<file path="src/design/page_framebuffer_bar_fill_macros.svh">
// Assertion helpers shared by the framebuffer fill block.
`ifndef PAGE_FRAMEBUFFER_BAR_FILL_MACROS_SVH
`define PAGE_FRAMEBUFFER_BAR_FILL_MACROS_SVH

// Checked only outside reset.
`define FBF_ASSERT(name, prop, msg) \
  name: assert property (@(posedge clk) disable iff (rst) prop) else $error(msg);

// Checked at every edge, reset included.
`define FBF_ASSERT_ALWAYS(name, prop, msg) \
  name: assert property (@(posedge clk) prop) else $error(msg);

`endif

</file>
<file path="src/design/fbf_pkg.sv">
package fbf_pkg;

  // Page index width that covers up to 128 rows
  localparam int PAGE_W = 4;

  localparam logic OP_DRAW = 1'b0;
  localparam logic OP_SEND = 1'b1;

  localparam logic [2:0] PAGE_TOP_ROW = 3'd7;

  typedef enum logic [1:0] {
    STATUS_DRAWN  = 2'd0,
    STATUS_REJECT = 2'd1,
    STATUS_SENT   = 2'd2
  } status_t;

  typedef enum logic [3:0] {
    ST_CLEAR,
    ST_IDLE,
    ST_CHECK,
    ST_PAGE,
    ST_READ,
    ST_WRITE,
    ST_SEND,
    ST_SEND_DATA,
    ST_DONE
  } state_t;

  typedef struct packed {
    logic       operation;
    logic [6:0] x_start;
    logic [5:0] y_start;
    logic [6:0] bar_width;
    logic [5:0] bar_height;
  } item_t;

  typedef struct packed {
    status_t    status;
    logic [7:0] pixel_byte;
    logic       frame_last;
  } result_t;

endpackage

</file>
<file path="src/design/fbf_mem.sv">
module fbf_mem
  import fbf_pkg::*;
#(
  parameter int DEPTH = 504,
  parameter int AW    = 9
) (
  input  logic          clk,
  input  logic          we,
  input  logic [AW-1:0] waddr,
  input  logic [7:0]    wdata,
  input  logic [AW-1:0] raddr,
  output logic [7:0]    rdata
);

  logic [7:0] mem [DEPTH];

  always_ff @(posedge clk) begin
    if (we) begin
      mem[waddr] <= wdata;
    end
    rdata <= mem[raddr];
  end

endmodule

</file>
<file path="config.mk">
export PLATFORM = sky130hd
export DESIGN_NAME = fbf_mem
export DESIGN_NICKNAME = d
export VERILOG_FILES = /design/src/design/page_framebuffer_bar_fill_macros.svh /design/src/design/fbf_pkg.sv /design/src/design/fbf_mem.sv
export SDC_FILE = /design/constraint.sdc
export NUM_CORES = 2
export LEC_CHECK = 0
export BUFFER_PORTS_ARGS = -buffer_cell sky130_fd_sc_hd__clkbuf_2
export CORE_AREA = 5 5 730 732
export CTS_CLUSTER_SIZE = 14
export DETAILED_ROUTE_END_ITERATION = 10
export DIE_AREA = 0 0 735 737
export GPL_ROUTABILITY_DRIVEN = 0
export PLACE_DENSITY = 0.5
export REMOVE_ABC_BUFFERS = 1
export SYNTH_ARGS = -nofsm -noshare
export SYNTH_HDL_FRONTEND = slang
export SYNTH_SLANG_ARGS = --single-unit
export TNS_END_PERCENT = 100
</file>
<file path="constraint.sdc">
create_clock -name clk -period 3.7 [get_ports clk]
set_clock_uncertainty 0.05 [all_clocks]
set_input_delay 0.37 -clock clk [delete_from_list [all_inputs] [get_ports clk]]
set_output_delay 0.37 -clock clk [all_outputs]
set_load 0.03 [all_outputs]
</file>
-- Word level (Yosys, flattened, before mapping)
Memories as Yosys holds them, arrays and structs flattened. A register that Yosys moved wholly into a read port is not among the register bits.
Index checks and enable logic that the tools add are counted.
- flip-flop bits (word level): 0
- memory bits (writable): 4032
- output and inout port bits: 8
- word-level logic and storage cells: 3
- memories: 1
- memory list (memory ; words ; bits a word ; read ports ; clocked after memory_dff ; wr ports ; RTL line ; source):
    mem ; 504 ; 8 ; 1 ; 1 ; 1 ; fbf_mem.sv:15 ; logic [7:0] mem [DEPTH];
- multiplexer cells: 2
- operator list (cell ; count):
    2-to-1 mux 1 bit ; 2

-- Depth between registers and ports, before layout
- depth in word-level cells: 2
- depth in mapped cells: 15
- gate-level depth less buffers: 8

-- Worst setup path before layout
No wires, ideal clock.
- path kind: input -> register
- start: in raddr[0]
- end: reg rdata[0] (read register of mem)
- arrival: 2565 ps
- setup slack: 959 ps
- stages: 10
- buffers on the path: 4
- path through: buf_6 > buf_12 > buf_6 > buf_2 > mux4_2 > mux4_2 > a22oi_1 > a31oi_1 > a22oi_1 > o21ai_0
- RTL lines (element ; RTL line ; source):
    from (decl) ; fbf_mem.sv:11 ; input logic [AW-1:0] raddr,
    to (decl) ; fbf_mem.sv:12 ; output logic [7:0] rdata

==> results by group <==
Floorplan
  – Die height: 737 um
  – Rows: 267
  – Initial Util: 0.299
  – Io pins: 36
  – Die width: around 740 um
  – Core ar.: 0.526 mm^2
  – Die ar.: 0.542 mm^2

Cells and area
  – Most frequent cells in the layout: edfxtp_1 (4032), mux4_2 (927), buf_4 (837)
  – Most common cell after layout, fill and taps aside: edfxtp_1
  – Synthesis-to-layout area growth: 18.5%
  – Share of layout cells above drive strength 1: 0.296
  – Multi-input gate area: about 0.033 mm^2
  – Finished Core Util: 0.354
  – NumNets Final: 8357
  – Filler instances: 48565
  – Storage cell area: 0.121 mm^2

Worst setup path
  – CP max stage delay: 0.70 ns
  – WP buf/inv: 1
  – CP Cell Sequence: mux2i_1 > o221ai_1 > o22ai_1 > o21ai_0 > o21ai_0 > or4b_2 > nor3_1 > buf_4 > o311a_1
  – CP Capture Type: register
  – CP Max Fanout: 2
  – Crit-path leading delay family: simple AND/OR/NAND/NOR gates
  – Critical path class: register to register
  – Startpoint types: register
  – Slowest cell on the critical path: nor3_1
  – R2r setup slk: 0.39 ns
  – WP data arrival: around 4.2 ns
  – Required @ worst endpoint: 4.61 ns
  – Most used cell, CP: o21ai_0

Timing
  – Final hold vios: 0
  – Setup_tns: 0 ns
  – Post-route setup slack: 0.388 ns
  – Worst-Margin Slew: 1.13 ns
  – Hold slack: 0.158 ns
  – # setup viols final: 0
  – Final min period: 3.31 ns
  – Tcrit/Tclk final: 0.895
  – Max Freq: 0.302 GHz
  – Slew headroom: 0.248
  – Unrepaired setup endpoints after global routing: false
  – Final slew viol count: 0

Clock network
  – Clock Latency Late Sink: 1.03 ns
  – Clk sinks: 4040
  – CTS buffer count: 419
  – CTS max path bufs: 4
  – Clock slew at reported path FFs: 0.06 ns
  – CTS tree: done
  – # H-tree levels: 5
  – Root buf cell: clkbuf_16
  – Post-CTS sizing: 0

Power
  – Peak VDD IR: 0.000422 V
  – Fraction of power consumed by sequential logic: 0.514
  – P_int: between 0.07 and 0.08 W
  – Net load switching power: 0.0218 W
  – Power Total: 0.0983 W
  – Clock power share: 0.430
  – Sw frac: 0.222
  – Combinational Power Share: 0.057
  – Cell Pwr Density: 527 mW/mm^2
  – Leak pwr: 59.1 nW

Global routing
  – Largest net degree at the start of global routing: 149
  – Vias in the first global route: 82165
  – Global-route wire length before repair: ~670 mm
  – Antenna violations before repair: 37
  – Remaining global-route overflow: 0
  – GRT Overall Usage: 0.172

Detailed routing
  – Met2 wire length: 228 mm
  – Max layer used: met5
  – Total Routed Length: 476 mm
  – DR vias/cell: 5.14
  – Antenna viol nets, final: 0
  – Drt wl/cell: around 30 um
  – Via count: 80595
  – Drt drc: 0
  – Met3 wire length: between 30 and 40 mm
  – Initial DRC count: ~9400
  – First-pass iteration count of the detailed router: 6
  – Metal-1 WL: 202 mm

Logic synthesis
  – Post-synthesis async set-or-reset flop share: 0
  – Sequential share of the synthesized area: 0.771
  – Synth cell types: 63
  – Ys Warns: 0
  – Post-Syn Area per Cell: approximately 21 um^2
  – Post-synth EDFFs: 4032
  – Syn Inst Count: 7358
  – Cell Area, Synth: 0.157 mm^2
  – Flops & latches, synth: between 4000 and 5000
  – Ys flop type: edfxtp_1

Job
  – Max Cap Viol: 0

Placed design
  – Place WS: -0.529 ns
  – HPWL after DPL: between 300 and 400 mm
  – I/O Buffers: 35

Status
  – Run status: finished, final reports clean

Min path
  – Min-Delay Path Class: primary input to register
[final timing paths]
check / from / end / depth (start not counted)
setup / recovery: mem[371][6] / rdata[6] / 9
hold / removal: raddr[8] / rdata[7] / 3
setup reg to reg: mem[371][6] / rdata[6] / 9
hold reg to reg: mem[430][4] / rdata[4] / 6
[registers in the layout, indices dropped and copies added (netlist names)]
signal,flops
rdata,8
mem,4032
[Yosys cell counts (27+ instances only)]
library cell     n  area, um^2
a21oi_1        110         551
a22oi_1         44         330
buf_1           27         101
buf_2           95         475
buf_4           39         293
buf_6           85         957
clkbuf_1       190         713
edfxtp_1      4032      121000
mux2i_1        428        4280
mux4_2         927       20900
nand2_1        128         480
nand3_1         38         190
nor2_1         581        2180
nor3_1          48         240
o21ai_0         94         470
o221ai_1       144        1260
o22ai_1        109         682
[routing by layer]
| metal | track usage | vias up |
|---|---|---|
| li1 | - | 32855 |
| met4 | 0.0478 | 16 |
| met5 | 0 | - |
| met1 | 0.238 | 43973 |
| met2 | 0.281 | 3092 |
| met3 | 0.0287 | 659 |
[worst register-to-register path, stage by stage (launching register included)]
cell,delay (ns)
edfxtp_1,0.33
mux2i_1,0.07
o221ai_1,0.30
o22ai_1,0.14
o21ai_0,0.31
o21ai_0,0.31
or4b_2,0.67
nor3_1,0.70
buf_4,0.24
o311a_1,0.17
[power by group through the flow]
stage               clock network (W)  logic [W]  registers, W
floorplan                           0    0.00186        0.0514
global placement                    0    0.00555        0.0514
detailed placement                  0    0.00561        0.0514
CTS                            0.0431    0.00563        0.0505
global route                   0.0451    0.00581        0.0504
finish                         0.0422    0.00557        0.0505
[cell type report]
| type | instances | share of cell area |
|---|---|---|
| clock buffers | 495 | 0.0580 |
| diodes | 10 | 0.000134 |
| inverters | 6 | 0.000195 |
| clock inverters | 284 | 0.0156 |
| flip-flops and latches | 4040 | 0.651 |
| repair buffers | 1007 | 0.0496 |
| well taps | 6994 | 0.0470 |
| multi-input cells | 2855 | 0.179 |
[per-stage QoR]
stage,std cells,instance area (um^2)
after floorplan,6901,154000
after global placement,14894,173000
after global routing,15683,186000
after detailed placement,14894,173000
final,15691,186000
after CTS,15681,186000
[kinds of logic (layout without fill, tap and decap cells)]
family,after synthesis,in the layout,synth area share
buf+inv,463,1792,0.0183
simple gates,877,877,0.0231
flops,4040,4040,0.771
mux,1367,1367,0.161
other cells,0,10,0
compound gates,611,611,0.0266
[what timing repair did]
| action | CTS | global route |
|---|---|---|
| setup buffers | 0 | 0 |
| hold buffers | 8 | 0 |
| hold endpoints to repair | 578 | 0 |
(Power assumes the default switching activity.)
