`src/design/page_framebuffer_bar_fill_macros.svh`:
```
// Assertion helpers shared by the framebuffer fill block.
`ifndef PAGE_FRAMEBUFFER_BAR_FILL_MACROS_SVH
`define PAGE_FRAMEBUFFER_BAR_FILL_MACROS_SVH

// Checked only outside reset.
`define FBF_ASSERT(name, prop, msg) \
  name: assert property (@(posedge clk) disable iff (rst) prop) else $error(msg);

// Checked at every edge, reset included.
`define FBF_ASSERT_ALWAYS(name, prop, msg) \
  name: assert property (@(posedge clk) prop) else $error(msg);

`endif

```
`src/design/fbf_pkg.sv`:
```
package fbf_pkg;

  // Page index width that covers up to 128 rows
  localparam int PAGE_W = 4;

  localparam logic OP_DRAW = 1'b0;
  localparam logic OP_SEND = 1'b1;

  localparam logic [2:0] PAGE_TOP_ROW = 3'd7;

  typedef enum logic [1:0] {
    STATUS_DRAWN  = 2'd0,
    STATUS_REJECT = 2'd1,
    STATUS_SENT   = 2'd2
  } status_t;

  typedef enum logic [3:0] {
    ST_CLEAR,
    ST_IDLE,
    ST_CHECK,
    ST_PAGE,
    ST_READ,
    ST_WRITE,
    ST_SEND,
    ST_SEND_DATA,
    ST_DONE
  } state_t;

  typedef struct packed {
    logic       operation;
    logic [6:0] x_start;
    logic [5:0] y_start;
    logic [6:0] bar_width;
    logic [5:0] bar_height;
  } item_t;

  typedef struct packed {
    status_t    status;
    logic [7:0] pixel_byte;
    logic       frame_last;
  } result_t;

endpackage

```
`src/design/fbf_ctrl.sv`:
```
`include "page_framebuffer_bar_fill_macros.svh"

module fbf_ctrl
  import fbf_pkg::*;
#(
  parameter int COLUMNS = 84,
  parameter int ROWS    = 48,
  parameter int DEPTH   = 504,
  parameter int AW      = 9
) (
  input  logic          clk,
  input  logic          rst,
  input  logic          in_valid,
  output logic          in_ready,
  input  item_t         item,
  output logic          res_valid,
  input  logic          res_ready,
  output result_t       res,
  output logic          mem_we,
  output logic [AW-1:0] mem_waddr,
  output logic [7:0]    mem_wdata,
  output logic [AW-1:0] mem_raddr,
  input  logic [7:0]    mem_rdata
);

  state_t state, state_next;

  item_t             cur;
  logic [AW-1:0]     cur_addr;
  logic [AW-1:0]     base;
  logic [AW-1:0]     send_ptr;
  logic [PAGE_W-1:0] page;
  logic [PAGE_W-1:0] first_page;
  logic [PAGE_W-1:0] last_page;
  logic [7:0]        last_row;
  logic [6:0]        col_cnt;
  logic [7:0]        mask;

  logic [8:0] x_end;
  logic [7:0] y_end;
  logic       reject;
  logic       empty;
  logic       clear_mode;
  logic       send_last;
  logic [2:0] lo_bit;
  logic [2:0] hi_bit;
  logic [7:0] page_mask;

  assign x_end      = {2'b00, cur.x_start} + {2'b00, cur.bar_width};
  assign y_end      = {2'b00, cur.y_start} + {2'b00, cur.bar_height};
  assign reject     = ({2'b00, cur.x_start} >= 9'(COLUMNS)) ||
                      ({2'b00, cur.y_start} >= 8'(ROWS)) ||
                      (x_end > 9'(COLUMNS)) || (y_end > 8'(ROWS));
  assign empty      = (cur.bar_width == '0) || (cur.bar_height == '0);
  assign clear_mode = cur.y_start[0];
  assign first_page = {1'b0, cur.y_start[5:3]};
  assign last_page  = last_row[6:3];
  assign send_last  = (send_ptr == AW'(DEPTH - 1));

  // Rows of the bar that fall inside the current page
  assign lo_bit    = (page == first_page) ? cur.y_start[2:0] : 3'd0;
  assign hi_bit    = (page == last_page) ? last_row[2:0] : PAGE_TOP_ROW;
  assign page_mask = (8'hFF << lo_bit) & (8'hFF >> (PAGE_TOP_ROW - hi_bit));

  always_comb begin
    state_next = state;
    case (state)
      ST_CLEAR: begin
        if (cur_addr == AW'(DEPTH - 1)) begin
          state_next = ST_IDLE;
        end
      end
      ST_IDLE: begin
        if (in_valid) begin
          state_next = (item.operation == OP_SEND) ? ST_SEND : ST_CHECK;
        end
      end
      ST_CHECK: begin
        state_next = (reject || empty) ? ST_DONE : ST_PAGE;
      end
      ST_PAGE:      state_next = ST_READ;
      ST_READ:      state_next = ST_WRITE;
      ST_WRITE: begin
        if (col_cnt == 7'd1) begin
          state_next = (page == last_page) ? ST_DONE : ST_PAGE;
        end else begin
          state_next = ST_READ;
        end
      end
      ST_SEND:      state_next = ST_SEND_DATA;
      ST_SEND_DATA: state_next = ST_DONE;
      ST_DONE: begin
        if (res_ready) begin
          state_next = ST_IDLE;
        end
      end
      default:      state_next = ST_CLEAR;
    endcase
  end

  always_comb begin
    in_ready  = 1'b0;
    res_valid = 1'b0;
    mem_we    = 1'b0;
    mem_waddr = cur_addr;
    mem_wdata = '0;
    mem_raddr = cur_addr;
    case (state)
      ST_CLEAR: begin
        mem_we = 1'b1;
      end
      ST_IDLE: begin
        in_ready = 1'b1;
      end
      ST_WRITE: begin
        mem_we    = 1'b1;
        mem_wdata = clear_mode ? (mem_rdata & ~mask) : (mem_rdata | mask);
      end
      ST_SEND, ST_SEND_DATA: begin
        mem_raddr = send_ptr;
      end
      ST_DONE: begin
        res_valid = 1'b1;
      end
      default: begin
      end
    endcase
  end

  always_ff @(posedge clk) begin
    if (rst) begin
      state    <= ST_CLEAR;
      cur_addr <= '0;
      send_ptr <= '0;
    end else begin
      state <= state_next;
      case (state)
        ST_CLEAR: begin
          if (cur_addr != AW'(DEPTH - 1)) begin
            cur_addr <= cur_addr + AW'(1);
          end
        end
        ST_IDLE: begin
          if (in_valid) begin
            cur <= item;
          end
        end
        ST_CHECK: begin
          res.pixel_byte <= '0;
          res.frame_last <= 1'b0;
          res.status     <= reject ? STATUS_REJECT : STATUS_DRAWN;
          page           <= first_page;
          last_row       <= y_end - 8'd1;
          base           <= AW'(32'(first_page) * COLUMNS);
        end
        ST_PAGE: begin
          cur_addr <= base + AW'(cur.x_start);
          col_cnt  <= cur.bar_width;
          mask     <= page_mask;
        end
        ST_WRITE: begin
          if (col_cnt == 7'd1) begin
            page <= page + PAGE_W'(1);
            base <= base + AW'(COLUMNS);
          end else begin
            cur_addr <= cur_addr + AW'(1);
            col_cnt  <= col_cnt - 7'd1;
          end
        end
        ST_SEND_DATA: begin
          res.status     <= STATUS_SENT;
          res.pixel_byte <= mem_rdata;
          res.frame_last <= send_last;
          send_ptr       <= send_last ? '0 : send_ptr + AW'(1);
        end
        default: begin
        end
      endcase
    end
  end

  `FBF_ASSERT(a_write_follows_read, state == ST_WRITE |-> $past(state) == ST_READ, "write without a preceding read")
  `FBF_ASSERT(a_busy_after_accept, (in_valid && in_ready) |=> !in_ready, "ready held after accept")
  `FBF_ASSERT_ALWAYS(a_send_ptr_range, rst || (send_ptr <= AW'(DEPTH - 1)), "send pointer out of range")
  `FBF_ASSERT(a_draw_addr_range, (state == ST_READ || state == ST_WRITE) |-> cur_addr <= AW'(DEPTH - 1), "draw address out of range")

endmodule

```
`config.mk`:
```
export PLATFORM = sky130hd
export DESIGN_NAME = fbf_ctrl
export DESIGN_NICKNAME = d
export VERILOG_FILES = /design/src/design/fbf_pkg.sv /design/src/design/fbf_ctrl.sv
export VERILOG_INCLUDE_DIRS = /design/src /design/src/design
export SDC_FILE = /design/constraint.sdc
export NUM_CORES = 1
export LEC_CHECK = 0
export BUFFER_PORTS_ARGS = -buffer_cell sky130_fd_sc_hd__buf_2
export CAP_MARGIN = 15
export CORE_UTILIZATION = 52
export CTS_CLUSTER_SIZE = 16
export DETAILED_ROUTE_END_ITERATION = 8
export PLACE_DENSITY = 0.77
export SLEW_MARGIN = 20
export SYNTH_ARGS = -nofsm -noshare
export SYNTH_HDL_FRONTEND = slang
export SYNTH_SLANG_ARGS = --single-unit
```
`constraint.sdc`:
```
create_clock -name clk -period 3.2 [get_ports clk]
set_input_delay 0.48 -clock clk [delete_from_list [all_inputs] [get_ports clk]]
set_output_delay 0.48 -clock clk [all_outputs]
set_load 0.1 [all_outputs]
```
[Word-level counts from Yosys, hierarchy flattened]
Cells that the tools add are included.
Widths: inputs -> output; s select.
Operators by class
  add/subtract/negate cells: 10
  $mul: 1
  magnitude comparators: 4
  equality and inequality tests: 20
  shift-type cells: 2
  muxes and demuxes: 28
  bitwise gates (word level): 5
  reduce and logical (&&, ||, !) cells: 22
Operators with widths (number)
  $mux 9: 5
  $pmux 4 s9: 1
  $mux 4: 7
  $pmux 9 s3: 1
  $pmux 11 s2: 1
  $add 9x1->9 const B: 2
  $eq 9x9->1 const B: 2
  $pmux 9 s2: 1
  $and 8x8->8: 2
  $eq 4x3->1 const B: 4
  $mux 8: 2
  $reduce_and 3->1: 5
  $pmux 7 s2: 1
  $sub 7x1->7 const B: 2
  $ne 2x2->1 const B: 6
  $add 9x7->9: 1
  $add 9x7->9 const B: 1
  $mux 3: 3
  $ne 9x9->1 const B: 1
  $add 7x7->8: 1
  $eq 4x2->1 const B: 2
  $gt 8x7->1 const B: 1
  $not 8->8: 1
  $or 8x8->8: 1
  26 further kinds: 38
Storage, ports and cells
  register bits: 94
  output and inout port bits: 40
  word-level logic and storage cells: 107

[Longest topological paths before layout]
  depth in word-level cells: 7
  depth in mapped cells: 10
  depth with buffers taken out: 10

[Worst setup path after synthesis]
Ideal clock, no wire load.
  path type: reg-to-reg
  from: reg state[0]
  to: reg state[3]
  library setup time: 72 ps
  arrival time: 4279 ps
  data required time: 3128 ps
  slack: -1151 ps
  cell stages (with the launch flop): 5
  buffers on the path: 1
  period minus slack after synthesis: 4351 ps
  path through: dfxtp_1 -> clkbuf_1 -> nor4b_1 -> a211oi_1 -> a21oi_2
Between the ends
  cells in the longest elaborated chain, start to end: 3
RTL lines
  start, declared: line fbf_ctrl.sv:26  | state_t state, state_next;
  start signal, assigned: line fbf_ctrl.sv:136  | state <= state_next;
  $eq 4x4->1 (tied with other cells): line fbf_ctrl.sv:67  | case (state)
  $ne 2x2->1 (no source line)
  $reduce_and 3->1 (no source line)
Several ways; a longest one is shown, not always the timed one.
A chain may end at the register's enable or synchronous reset.

[Worst setup path after layout]
  from: reg state[1]
  to: out mem_raddr[0]
Between the ends
  cells in the longest elaborated chain, start to end: 3
RTL lines
  $eq 4x3->1: line fbf_ctrl.sv:108  | case (state)
  $reduce_or 2->1 (*): line fbf_ctrl.sv:108
  $mux 9 (*): line fbf_ctrl.sv:108
  end, declared: line fbf_ctrl.sv:22  | output logic [AW-1:0] mem_raddr,
Every way passes the cells marked *; elsewhere a longest branch is shown, timed or not.

==> flow_summary.toml <==
[timing]
setup_violations = 0
timing.slew.headroom_pct = 48.1
min_period_over_period_pct = 83.7
setup_ws_ns = 0.523
worstMarginPinSlew_ns = 0.774
setup-tns-final_ns = 0
timing.fmax_mhz = 373
grt_setup_unrepaired = "false"
drv_slew = 0
clock-skew-final_ns = 0.00653
period_needed_ns = 2.68
hold_viol_final = 0

[synthesis]
synth_edf_count = 70
synth_cell_types = 59
synth.avg_cell_area_sq_um = 10.3
ys_ff_latch = 92
synth-async-reset-ratio_pct = 0
yosys_warnings = 0
netlist_instances = 508
yosysSeqAreaShare_pct = 48.5
synthesis.area_sq_um = 5240
synth_ff_type = "edfxtp_1"
syn-num-nets = 579

[min_path]
min_to = "cur[18]"
hp-start = "item[18]"
hold_class = "in2reg"
min_path_cells = 1

[floorplan]
core_region_area_sq_um = 9770
die_h_um = 102
die_w_um = 102
placementRows = 36
initial_utilization_pct = 53.6
die_area_sq_um = 10500
ios = 79

[clocking]
numCtsBuffers = 9
cts-root-buf = "clkbuf_8"
worstSkewPairLatency_ns = 0.36
cts.reportedPaths.clkPinSlew_ns = 0.09
post_cts_resized = 0
cts_max_level = 3
clk_path_buf_depth = 2
clkSinkCount = 92
cts_hold_buffers = 0
cts_tree = "done"
post_cts.repair.setup_buffers = 0

[worst_setup_path]
path_max_fanout = 9
ff2ff_path_depth = 6
critical_path_required_ns = 2.72
reg2reg_slack_ns = 0.72
crit_arrival_ns = 2.20
worst_setup_path_start_kind = "register"
crit_type = "reg2out"
rr_endpoint = "mem_waddr[4]"
end_kind = "output port"
reg2reg_from = "state[0]"

[routing]
drc = 0
drt-pass1-iter-count = 5
wl_per_cell_um = 14.9
dr_wl_met3_um = 551
wl_met1_mm = 4.98
routed.top_layer = "met4"
drtIter0Drc = 220
dr_wl_met2_mm = 5.04
dr_total_vias = 3953
drt_wl_total_mm = 10.7
viasPerCell = 5.48
ant_nets = 0

[power]
ir_worst_vdd_mv = 0.234
power.density_nw_per_um2 = 383
leakagePower_uw = 0.00245
finalPower_uw = 2290

[placement]
placed_area_sq_um = 5760
hpwl_mm = 8.06
place_ws_ns = 0.755
gp_congestion = 0.860
io_buffer_count = 78

[global_route]
grt_pass1_vias = 3685
grt_use_total_pct = 21.7
grt_pass1_wl_mm = 17.2
grt_max_degree = 32
grt-ovfl-total = 0
antenna_found_initial = 0

[layout]
nFillCells = 838
final_nets = 656
fin_area_sq_um = 5980
drive_above_1_share_pct = 20.2
area_growth_pct = 14.2
final_util_pct = 61.2
num_antenna_cells = 0

[status]
outcome = "finished clean"

[run]
maxCapViolations = 0
## cell families (layout without fill, tap and decap cells)
kind of cell | Yosys count | after routing | share of synthesized area [%]
and+or+nand+nor | 170 | 170 | 16.4
AOI/OAI and AO/OA | 108 | 108 | 12.4
DFF | 92 | 92 | 48.5
xor gates and xnor gates | 45 | 45 | 7.52
buffers and inverters | 43 | 124 | 3.49
adders and majority gates | 32 | 32 | 8.07
muxes | 18 | 18 | 3.65
## state kept, by name (all words and copies together), names as in the netlist
register	cells
clear_mode	1
res	11
send_ptr	9
mem_waddr	9
page	4
last_row	7
col_cnt	7
cur	25
mask	8
base	7
state	4
## worst max path at each step
stage	start	end	slack, ns	cells past startpoint
2_1_floorplan	state[1]	clear_mode	0.03	4
3_3_place_gp	clear_mode	state[3]	0.88	10
3_5_place_dp	clear_mode	state[3]	0.75	10
4_1_cts	state[1]	mem_raddr[0]	0.50	4
5_1_grt	state[1]	mem_raddr[3]	0.40	4
6_report	state[1]	mem_raddr[0]	0.52	4
## Yosys cell counts, drive strengths merged (6+ instances only)
| library cell | n | area share [%] |
|---|---|---|
| a21oi | 30 | 2.9 |
| and2 | 11 | 1.3 |
| and3 | 6 | 0.72 |
| buf | 8 | 0.98 |
| clkbuf | 8 | 0.57 |
| dfxtp | 22 | 8.4 |
| edfxtp | 70 | 40 |
| ha | 29 | 6.9 |
| inv | 26 | 1.9 |
| mux2 | 9 | 1.9 |
| mux2i | 9 | 1.7 |
| nand2 | 46 | 3.3 |
| nand3 | 12 | 1.3 |
| nor2 | 46 | 3.3 |
| nor3 | 10 | 0.96 |
| o21ai | 40 | 3.8 |
| xnor2 | 20 | 3.3 |
| xor2 | 25 | 4.2 |
## area by class of cell
cell class / instances / area, sq um / share of cell area (%)
clock buffer: 9 / 124 / 2.07
inverter: 27 / 101 / 1.69
clock inverter: 6 / 104 / 1.74
timing repair buffer: 82 / 420 / 7.02
multi-input combinational: 373 / 2530 / 42.2
sequential: 92 / 2540 / 42.5
tap: 133 / 166 / 2.78
## metal layers
metal  track usage, %  up-vias
met3             3.63       13
li1                 -     1988
met4             8.79        0
met2             35.6      120
met1             28.7     1832
met5                0        -
## cell usage in the layout, fill, tap and decap left out, types with 10 or more instances in the layout
cell type / n
inv_1: 25
xnor2_1: 20
and2_1: 11
nor2_1: 45
nand2_1: 46
edfxtp_1: 70
nand3_1: 10
xor2_1: 25
buf_2: 78
nor3_1: 10
o21ai_0: 39
a21oi_1: 29
ha_1: 29
dfxtp_1: 22
## critical path, cell delays in order, from the launching register on
cell	delay, ns
dfxtp_1	0.50
nor2b_2	0.30
nand2_1	0.29
mux2_2	0.33
buf_2	0.42
## where the power goes
group          internal [uW]  leakage, uW  switching [uW]  total (uW)
Clock                    509     0.000116             403         912
Sequential              1270     0.000807            5.04        1280
Combinational           29.5      0.00152            70.6         100
## per-stage QoR
step,hold slack [ns],std cells
6_report,0.283,722
5_1_grt,0.266,722
4_1_cts,0.274,722
3_5_place_dp,0.476,707
3_3_place_gp,0.458,707
2_1_floorplan,0.444,508
Note: power is estimated with default switching activity, not from simulation.
